**config.mk**
```make
export PLATFORM = sky130hd
export DESIGN_NAME = playback_position_history
export DESIGN_NICKNAME = d
export VERILOG_FILES = /design/src/design/pph_pkg.sv /design/src/design/pph_ctrl.sv /design/src/design/pph_datapath.sv /design/src/design/playback_position_history.sv
export SDC_FILE = /design/constraint.sdc
export NUM_CORES = 2
export LEC_CHECK = 0
export BUFFER_PORTS_ARGS = -buffer_cell sky130_fd_sc_hd__buf_2
export CELL_PAD_IN_SITES_DETAIL_PLACEMENT = 0
export CELL_PAD_IN_SITES_GLOBAL_PLACEMENT = 2
export CORE_UTILIZATION = 45
export CTS_BUF_LIST = sky130_fd_sc_hd__clkbuf_16
export DETAILED_ROUTE_END_ITERATION = 8
export PLACE_DENSITY = 0.95
export SLEW_MARGIN = 20
export SYNTH_ARGS = -nofsm -noshare
export SYNTH_HDL_FRONTEND = slang
export SYNTH_SLANG_ARGS = --single-unit
```
**constraint.sdc**
```tcl
create_clock -name clk_i -period 27.9 [get_ports clk_i]
set_input_delay 2.79 -clock clk_i [delete_from_list [all_inputs] [get_ports clk_i]]
set_output_delay 2.79 -clock clk_i [all_outputs]
set_load 0.01 [all_outputs]
```
**src/design/pph_pkg.sv**
```systemverilog
// ----------------------------------------------------------------------------
// pph_pkg
// Shared types and constants for the playback position history block.
// ----------------------------------------------------------------------------
package pph_pkg;

  localparam int unsigned HistoryDepth = 8;
  localparam int unsigned IdxW         = $clog2(HistoryDepth);
  localparam int unsigned FieldW       = 48;
  localparam int unsigned ModeW        = 2;

  typedef logic [FieldW-1:0] field_t;
  typedef logic [IdxW-1:0]   idx_t;

  typedef enum logic [ModeW-1:0] {
    MODE_RESET  = 2'd0,
    MODE_APPEND = 2'd1,
    MODE_UPDATE = 2'd2,
    MODE_QUERY  = 2'd3
  } mode_e;

  typedef enum logic [1:0] {
    ST_IDLE,
    ST_SEARCH,
    ST_ADD,
    ST_CLAMP
  } state_e;

  // commands from the controller to the datapath
  typedef struct packed {
    logic hist_clear;
    logic hist_append;
    logic hist_update;
    logic search_init;
    logic search_step;
    logic sum_load;
    logic result_load;
  } cmd_t;

  // status from the datapath to the controller
  typedef struct packed {
    logic hit;
    logic at_oldest;
  } status_t;

endpackage

```
**src/design/pph_ctrl.sv**
```systemverilog
// ----------------------------------------------------------------------------
// pph_ctrl
// Controller: accepts transactions and sequences the query search.
// ----------------------------------------------------------------------------
module pph_ctrl (
  input  logic                    clk_i,
  input  logic                    rst_ni,
  input  logic                    start_i,
  input  logic [pph_pkg::ModeW-1:0] mode_i,
  input  pph_pkg::status_t        status_i,
  output pph_pkg::cmd_t           cmd_o,
  output logic                    busy_o
);
  import pph_pkg::*;

  state_e state_q, state_d;

  always_ff @(posedge clk_i or negedge rst_ni) begin
    if (!rst_ni) begin
      state_q <= ST_IDLE;
    end else begin
      state_q <= state_d;
    end
  end

  // next state
  always_comb begin
    state_d = state_q;
    case (state_q)
      ST_IDLE: begin
        if (start_i && (mode_e'(mode_i) == MODE_QUERY)) begin
          state_d = ST_SEARCH;
        end
      end
      ST_SEARCH: begin
        if (status_i.hit || status_i.at_oldest) begin
          state_d = ST_ADD;
        end
      end
      ST_ADD:   state_d = ST_CLAMP;
      ST_CLAMP: state_d = ST_IDLE;
      default:  state_d = ST_IDLE;
    endcase
  end

  // outputs
  always_comb begin
    cmd_o  = '0;
    busy_o = 1'b1;
    case (state_q)
      ST_IDLE: begin
        busy_o = 1'b0;
        if (start_i) begin
          case (mode_e'(mode_i))
            MODE_RESET:  cmd_o.hist_clear  = 1'b1;
            MODE_APPEND: cmd_o.hist_append = 1'b1;
            MODE_UPDATE: cmd_o.hist_update = 1'b1;
            MODE_QUERY:  cmd_o.search_init = 1'b1;
            default:     cmd_o             = '0;
          endcase
        end
      end
      ST_SEARCH: cmd_o.search_step = 1'b1;
      ST_ADD:    cmd_o.sum_load    = 1'b1;
      ST_CLAMP:  cmd_o.result_load = 1'b1;
      default:   cmd_o             = '0;
    endcase
  end

endmodule

```
**src/design/pph_datapath.sv**
```systemverilog
// ----------------------------------------------------------------------------
// pph_datapath
// History registers, serial search, saturating add and clamp.
// ----------------------------------------------------------------------------
module pph_datapath (
  input  logic                clk_i,
  input  logic                rst_ni,
  input  pph_pkg::cmd_t       cmd_i,
  input  pph_pkg::field_t     samples_written_i,
  input  pph_pkg::field_t     segment_start_i,
  input  pph_pkg::field_t     segment_end_i,
  input  pph_pkg::field_t     device_position_i,
  output pph_pkg::status_t    status_o,
  output logic                done_o,
  output pph_pkg::field_t     file_position_o,
  output logic                too_old_o
);
  import pph_pkg::*;

  localparam idx_t Top = idx_t'(HistoryDepth - 1);

  field_t count_q [HistoryDepth];
  field_t start_q [HistoryDepth];
  field_t end_q   [HistoryDepth];

  idx_t   idx_q;
  field_t dev_q;
  field_t delta_q;
  field_t sel_start_q;
  field_t sel_end_q;
  logic   old_q;
  field_t pos_q;

  logic            done_q;
  field_t          file_pos_q;
  logic            too_old_q;

  logic [FieldW:0] app_sum;
  logic [FieldW:0] pos_sum;
  field_t          cur_count;
  logic            cur_hit;

  assign app_sum   = {1'b0, count_q[Top]} + {1'b0, samples_written_i};
  assign cur_count = count_q[idx_q];
  assign cur_hit   = (cur_count <= dev_q);
  assign pos_sum   = {1'b0, sel_start_q} + {1'b0, delta_q};

  assign status_o.hit       = cur_hit;
  assign status_o.at_oldest = (idx_q == '0);

  // history
  always_ff @(posedge clk_i or negedge rst_ni) begin
    if (!rst_ni) begin
      for (int i = 0; i < HistoryDepth; i++) begin
        count_q[i] <= '0;
        start_q[i] <= '0;
        end_q[i]   <= '0;
      end
    end else if (cmd_i.hist_clear) begin
      for (int i = 0; i < HistoryDepth; i++) begin
        count_q[i] <= '0;
      end
      for (int i = 0; i < HistoryDepth - 1; i++) begin
        start_q[i] <= '0;
        end_q[i]   <= '0;
      end
      start_q[Top] <= segment_start_i;
      end_q[Top]   <= segment_end_i;
    end else if (cmd_i.hist_append) begin
      for (int i = 0; i < HistoryDepth - 1; i++) begin
        count_q[i] <= count_q[i+1];
        start_q[i] <= start_q[i+1];
        end_q[i]   <= end_q[i+1];
      end
      count_q[Top] <= app_sum[FieldW] ? '1 : app_sum[FieldW-1:0];
      start_q[Top] <= segment_start_i;
      end_q[Top]   <= segment_end_i;
    end else if (cmd_i.hist_update) begin
      start_q[Top] <= segment_start_i;
      end_q[Top]   <= segment_end_i;
    end
  end

  // search and result path
  always_ff @(posedge clk_i) begin
    if (cmd_i.search_init) begin
      idx_q <= Top;
      dev_q <= device_position_i;
    end else if (cmd_i.search_step) begin
      if (cur_hit || (idx_q == '0)) begin
        delta_q     <= cur_hit ? (dev_q - cur_count) : '0;
        old_q       <= !cur_hit;
        sel_start_q <= start_q[idx_q];
        sel_end_q   <= end_q[idx_q];
      end else begin
        idx_q <= idx_q - idx_t'(1);
      end
    end
    if (cmd_i.sum_load) begin
      pos_q <= pos_sum[FieldW] ? '1 : pos_sum[FieldW-1:0];
    end
    if (cmd_i.result_load) begin
      file_pos_q <= (pos_q > sel_end_q) ? sel_end_q : pos_q;
      too_old_q  <= old_q;
    end
  end

  always_ff @(posedge clk_i or negedge rst_ni) begin
    if (!rst_ni) begin
      done_q <= 1'b0;
    end else begin
      done_q <= cmd_i.result_load;
    end
  end

  assign done_o          = done_q;
  assign file_position_o = file_pos_q;
  assign too_old_o       = too_old_q;

endmodule

```
**src/design/playback_position_history.sv**
```systemverilog
// ----------------------------------------------------------------------------
// playback_position_history
// Short history of playback segments mapping device positions to file positions.
// ----------------------------------------------------------------------------
// reset, append and update transactions are applied from idle; busy stays low
// a query holds busy through the scan of the history entries from newest to oldest,
// then through the saturating add and the clamp
// done_o pulses for one cycle after the clamp; the receiver cannot stall
// rst_ni clears the whole history to zero and returns the controller to idle
module playback_position_history (
  input  logic                      clk_i,
  input  logic                      rst_ni,
  input  logic                      start,
  output logic                      busy,
  input  logic [pph_pkg::ModeW-1:0]  mode_i,
  input  logic [pph_pkg::FieldW-1:0] samples_written_i,
  input  logic [pph_pkg::FieldW-1:0] segment_start_i,
  input  logic [pph_pkg::FieldW-1:0] segment_end_i,
  input  logic [pph_pkg::FieldW-1:0] device_position_i,
  output logic                      done_o,
  output logic [pph_pkg::FieldW-1:0] file_position_o,
  output logic                      too_old_o
);
  import pph_pkg::*;

  // command and status between controller and datapath
  cmd_t    cmd;
  status_t status;

  // controller: idle accepts a transaction, query walks search/add/clamp
  pph_ctrl u_ctrl (
    .clk_i    (clk_i),
    .rst_ni   (rst_ni),
    .start_i  (start),
    .mode_i   (mode_i),
    .status_i (status),
    .cmd_o    (cmd),
    .busy_o   (busy)
  );

  // datapath: history registers plus the query arithmetic
  pph_datapath u_datapath (
    .clk_i             (clk_i),
    .rst_ni            (rst_ni),
    .cmd_i             (cmd),
    .samples_written_i (samples_written_i),
    .segment_start_i   (segment_start_i),
    .segment_end_i     (segment_end_i),
    .device_position_i (device_position_i),
    .status_o          (status),
    .done_o            (done_o),
    .file_position_o   (file_position_o),
    .too_old_o         (too_old_o)
  );

endmodule

```
==> results.yml <==
pwr:
  p_seq_frac: 0.394
  p_leak_uw: 0.0391
  irDropWorstVdd_mv: 0.0966
  comb_power_share: 0.372
  p_clk_frac: 0.234
  power.density_mw_per_mm2: 105
  internal_power_uw: 5200
  p_sw_uw: 3230
  switching_share: 0.383
detailed_routing:
  ant_nets: 0
  wirelength_um: 185000
  drc: 0
  avgViaCountPerCell: 5.57
  vias: 52200
  drtIter0Drc: 5705
  post_drt_wl_per_cell_um: 19.7
  drt-pass1-iter-count: 6
logic_synthesis:
  ys_top_cells_by_area: "dfrtp_1 (40%), edfxtp_1 (12%), nand2_1 (11%)"
  synth_nets: 7537
  syn-cell-area_mm2: 0.0725
  ys_types: 85
  synthAdderAreaFrac: 0.0352
  synth_simple_gate_area_share: 0.208
  avgSynthCellArea_um2: 10.2
  yosys_register_bits: 1448
  yosys-mux-area-fraction: 0.134
  synth_top_family_by_area: "simple AND/OR/NAND/NOR gates"
  synthXorXnorAreaFrac: 0.0157
  synth-main-ff-cell: "dfrtp_1"
  synth_edf_count: 290
  netlist.area_leader.share: 0.399
  ys_warn_count: 0
  async_reset_ff_frac: 0.798
  synth_cells: 7138
  synth_most_common_cell: "nand2_1"
  synthTopCellsByCount: "nand2_1 (2201), dfrtp_1 (1155), nand3_1 (1037), clkbuf_1 (433), edfxtp_1 (290)"
  synth_compound_area_frac: 0.0549
  yosysSeqAreaShare: 0.519
  synth_top_area_cell: "dfrtp_1"
timing:
  slew_headroom: 0.198
  drv_slew: 0
  max_freq_mhz: 141
  period_share: 0.255
  setup_ws_ns: 20.79
  finClkSkew_ns: 0.0450
  hold_violations: 0
  setup_viol: 0
  rsz0062_at_grt: "no"
  fin_tns_setup_ns: 0
  worst_pin_slew_ns: 1.20
  finalCriticalPeriod_ns: 7.11
hold_path:
  holdCritPathClass: "flip-flop to flip-flop"
  hold-path-cell-count: 0
  hold_start: "u_datapath.old_q"
  min_to: "u_datapath.too_old_o"
outcome:
  status: "completed"
placed_design:
  gp_congestion: 0.891
  place_hpwl_um: 118000
  io_buffers: 247
  pre_cts_slack_ns: 20.01
  place_area_mm2: 0.0751
flow_run:
  maxCapViolations: 0
worst_setup_path:
  crit_fanout: 206
  reg2reg_from: "u_datapath.idx_q[1]"
  critPathKind: "input pin to flip-flop"
  critPathLaunchType: "input pin"
  reg2reg_slack_ns: 21.00
  cp-end-kind: "flip-flop"
  crit_required_ns: 28.62
  crit_arrival_ns: 7.83
  timing.rr.end: "u_datapath.sel_start_q[45]"
  r2r_cells: 16
clock_tree:
  numCtsBuffers: 156
  hold_buffers: 0
  cts_tree: "done"
  cts_setup_buffers: 0
  clockRootBuffer: "clkbuf_16"
  cts.sinks: 1448
  clock_path_buffers: 3
  cts.repair.resized: 0
  clock_latency_ns: 0.80
  ctsHtreeMaxLevel: 4
  clk_transition_reported_paths_ns: 0.06
floorplan:
  die_w_um: 403
  chipHeight_um: 403
  core.rowCount: 146
  initial_utilization: 0.456
  pin_count: 248
  core_area_mm2: 0.159
  fp.dieArea_mm2: 0.163
layout:
  diodes: 0
  final_util: 0.503
  area_growth_pct: 10.4
  drive_above_1_share: 0.151
  finalInstanceArea_mm2: 0.0800
  final.fill_count: 14300
  fin_nets: 7495
grt:
  gr-usage-all-layers: 0.227
  antenna_found_initial: 8
  grt_max_degree: 248
  grt_pass1_vias: 49700
  grt_overflow_total: 0
  grt_pass1_wl_um: 292000
==> state kept, by name, summed over array words and instances, names as in the netlist, 3 cells and up <==
| signal | flops |
|---|---|
| u_datapath.count_q | 384 |
| u_datapath.end_q | 384 |
| u_datapath.start_q | 384 |
| u_datapath.delta_q | 48 |
| u_datapath.dev_q | 48 |
| u_datapath.file_position_o | 48 |
| u_datapath.pos_q | 48 |
| u_datapath.sel_end_q | 48 |
| u_datapath.sel_start_q | 48 |
| u_datapath.idx_q | 3 |
==> placed cells by master (no fill, tap or decap), types with 21 or more instances in the layout <==
cell       Yosys  final
nand2_1     2201   2201
dfrtp_1     1155   1155
nand3_1     1037   1037
edfxtp_1     290    290
mux4_2       288    288
buf_2         27    245
mux2_2       238    238
ha_1         199    197
nor2_1       174    173
a21oi_1      163    162
clkbuf_16      0    157
inv_1        102    139
o21ai_0      123    123
a21o_1       106    106
xnor2_1       75     75
xor2_1        55     55
nand4_1       48     48
mux2i_1       47     47
buf_4          2     47
clkinv_1       0     40
nor3_1        29     29
o21bai_1      22     22
a211oi_1      21     21
clkinv_2       0     21
==> how the worst max path moves through the flow <==
stage                        start                 endpoint  slack, ns  cells past startpoint
2_1_floorplan  u_datapath.idx_q[1]    u_datapath.delta_q[0]      12.55                     17
3_5_place_dp                rst_ni  u_datapath.count_q[345]      20.01                      6
5_1_grt                     rst_ni  u_datapath.count_q[108]      20.30                      6
3_3_place_gp                rst_ni  u_datapath.count_q[249]      20.06                      6
4_1_cts                     rst_ni  u_datapath.count_q[201]      20.88                      6
6_report                     start    u_datapath.end_q[284]      20.79                     10
==> kinds of logic (layout without fill, tap and decap cells) <==
kind of cell,after synthesis,in the layout
compound gates,599,599
xor+xnor,130,130
fa+ha+maj,202,202
buf+inv,612,696
flops,1448,1448
mux,578,578
simple gates,3569,3569
==> power groups by stage <==
| stage | logic [uW] | clock network (uW) | registers (uW) |
|---|---|---|---|
| after detailed placement | 3140 | 0 | 3360 |
| after CTS | 3150 | 2020 | 3330 |
| final | 3140 | 1970 | 3330 |
| after global routing | 3450 | 2100 | 3390 |
| after floorplan | 2330 | 0 | 3140 |
| after global placement | 3100 | 0 | 3350 |
==> per-stage QoR <==
| stage | instances | total power, uW | hold WS, ns |
|---|---|---|---|
| final | 9368 | 8440 | 0.435 |
| after global routing | 9368 | 8950 | 0.438 |
| after CTS | 9366 | 8500 | 0.438 |
| after detailed placement | 9082 | 6500 | 0.424 |
| after global placement | 9082 | 6450 | 0.413 |
| after floorplan | 7138 | 5470 | 0.400 |
==> layer usage <==
metal / vias to the layer above / part of all wire / global-route usage
met5: - / 0 / 0
met4: 0 / 0.024 / 0.0607
met3: 226 / 0.065 / 0.0434
met2: 1411 / 0.45 / 0.334
met1: 25900 / 0.47 / 0.340
li1: 24700 / - / -
==> cell type report <==
type                       count  area [um^2]  area share
inverter                     102          384     0.00480
timing repair buffer         310         1920      0.0240
sequential                  1448        37700       0.471
clock inverter               127          932      0.0116
tap                         2146         2690      0.0336
multi-input combinational   5078        32500       0.406
clock buffer                 157         3930      0.0491
==> critical path, cell delays in order <==
cell and delay [ns]:
buf_2 0.10, nand2_1 0.15, nor2_4 0.12, buf_4 0.68, buf_12 0.70, buf_4 0.78
buf_4 0.82, buf_4 0.94, nand3_1 0.18, nand2_1 0.12
(Power assumes the default switching activity.)
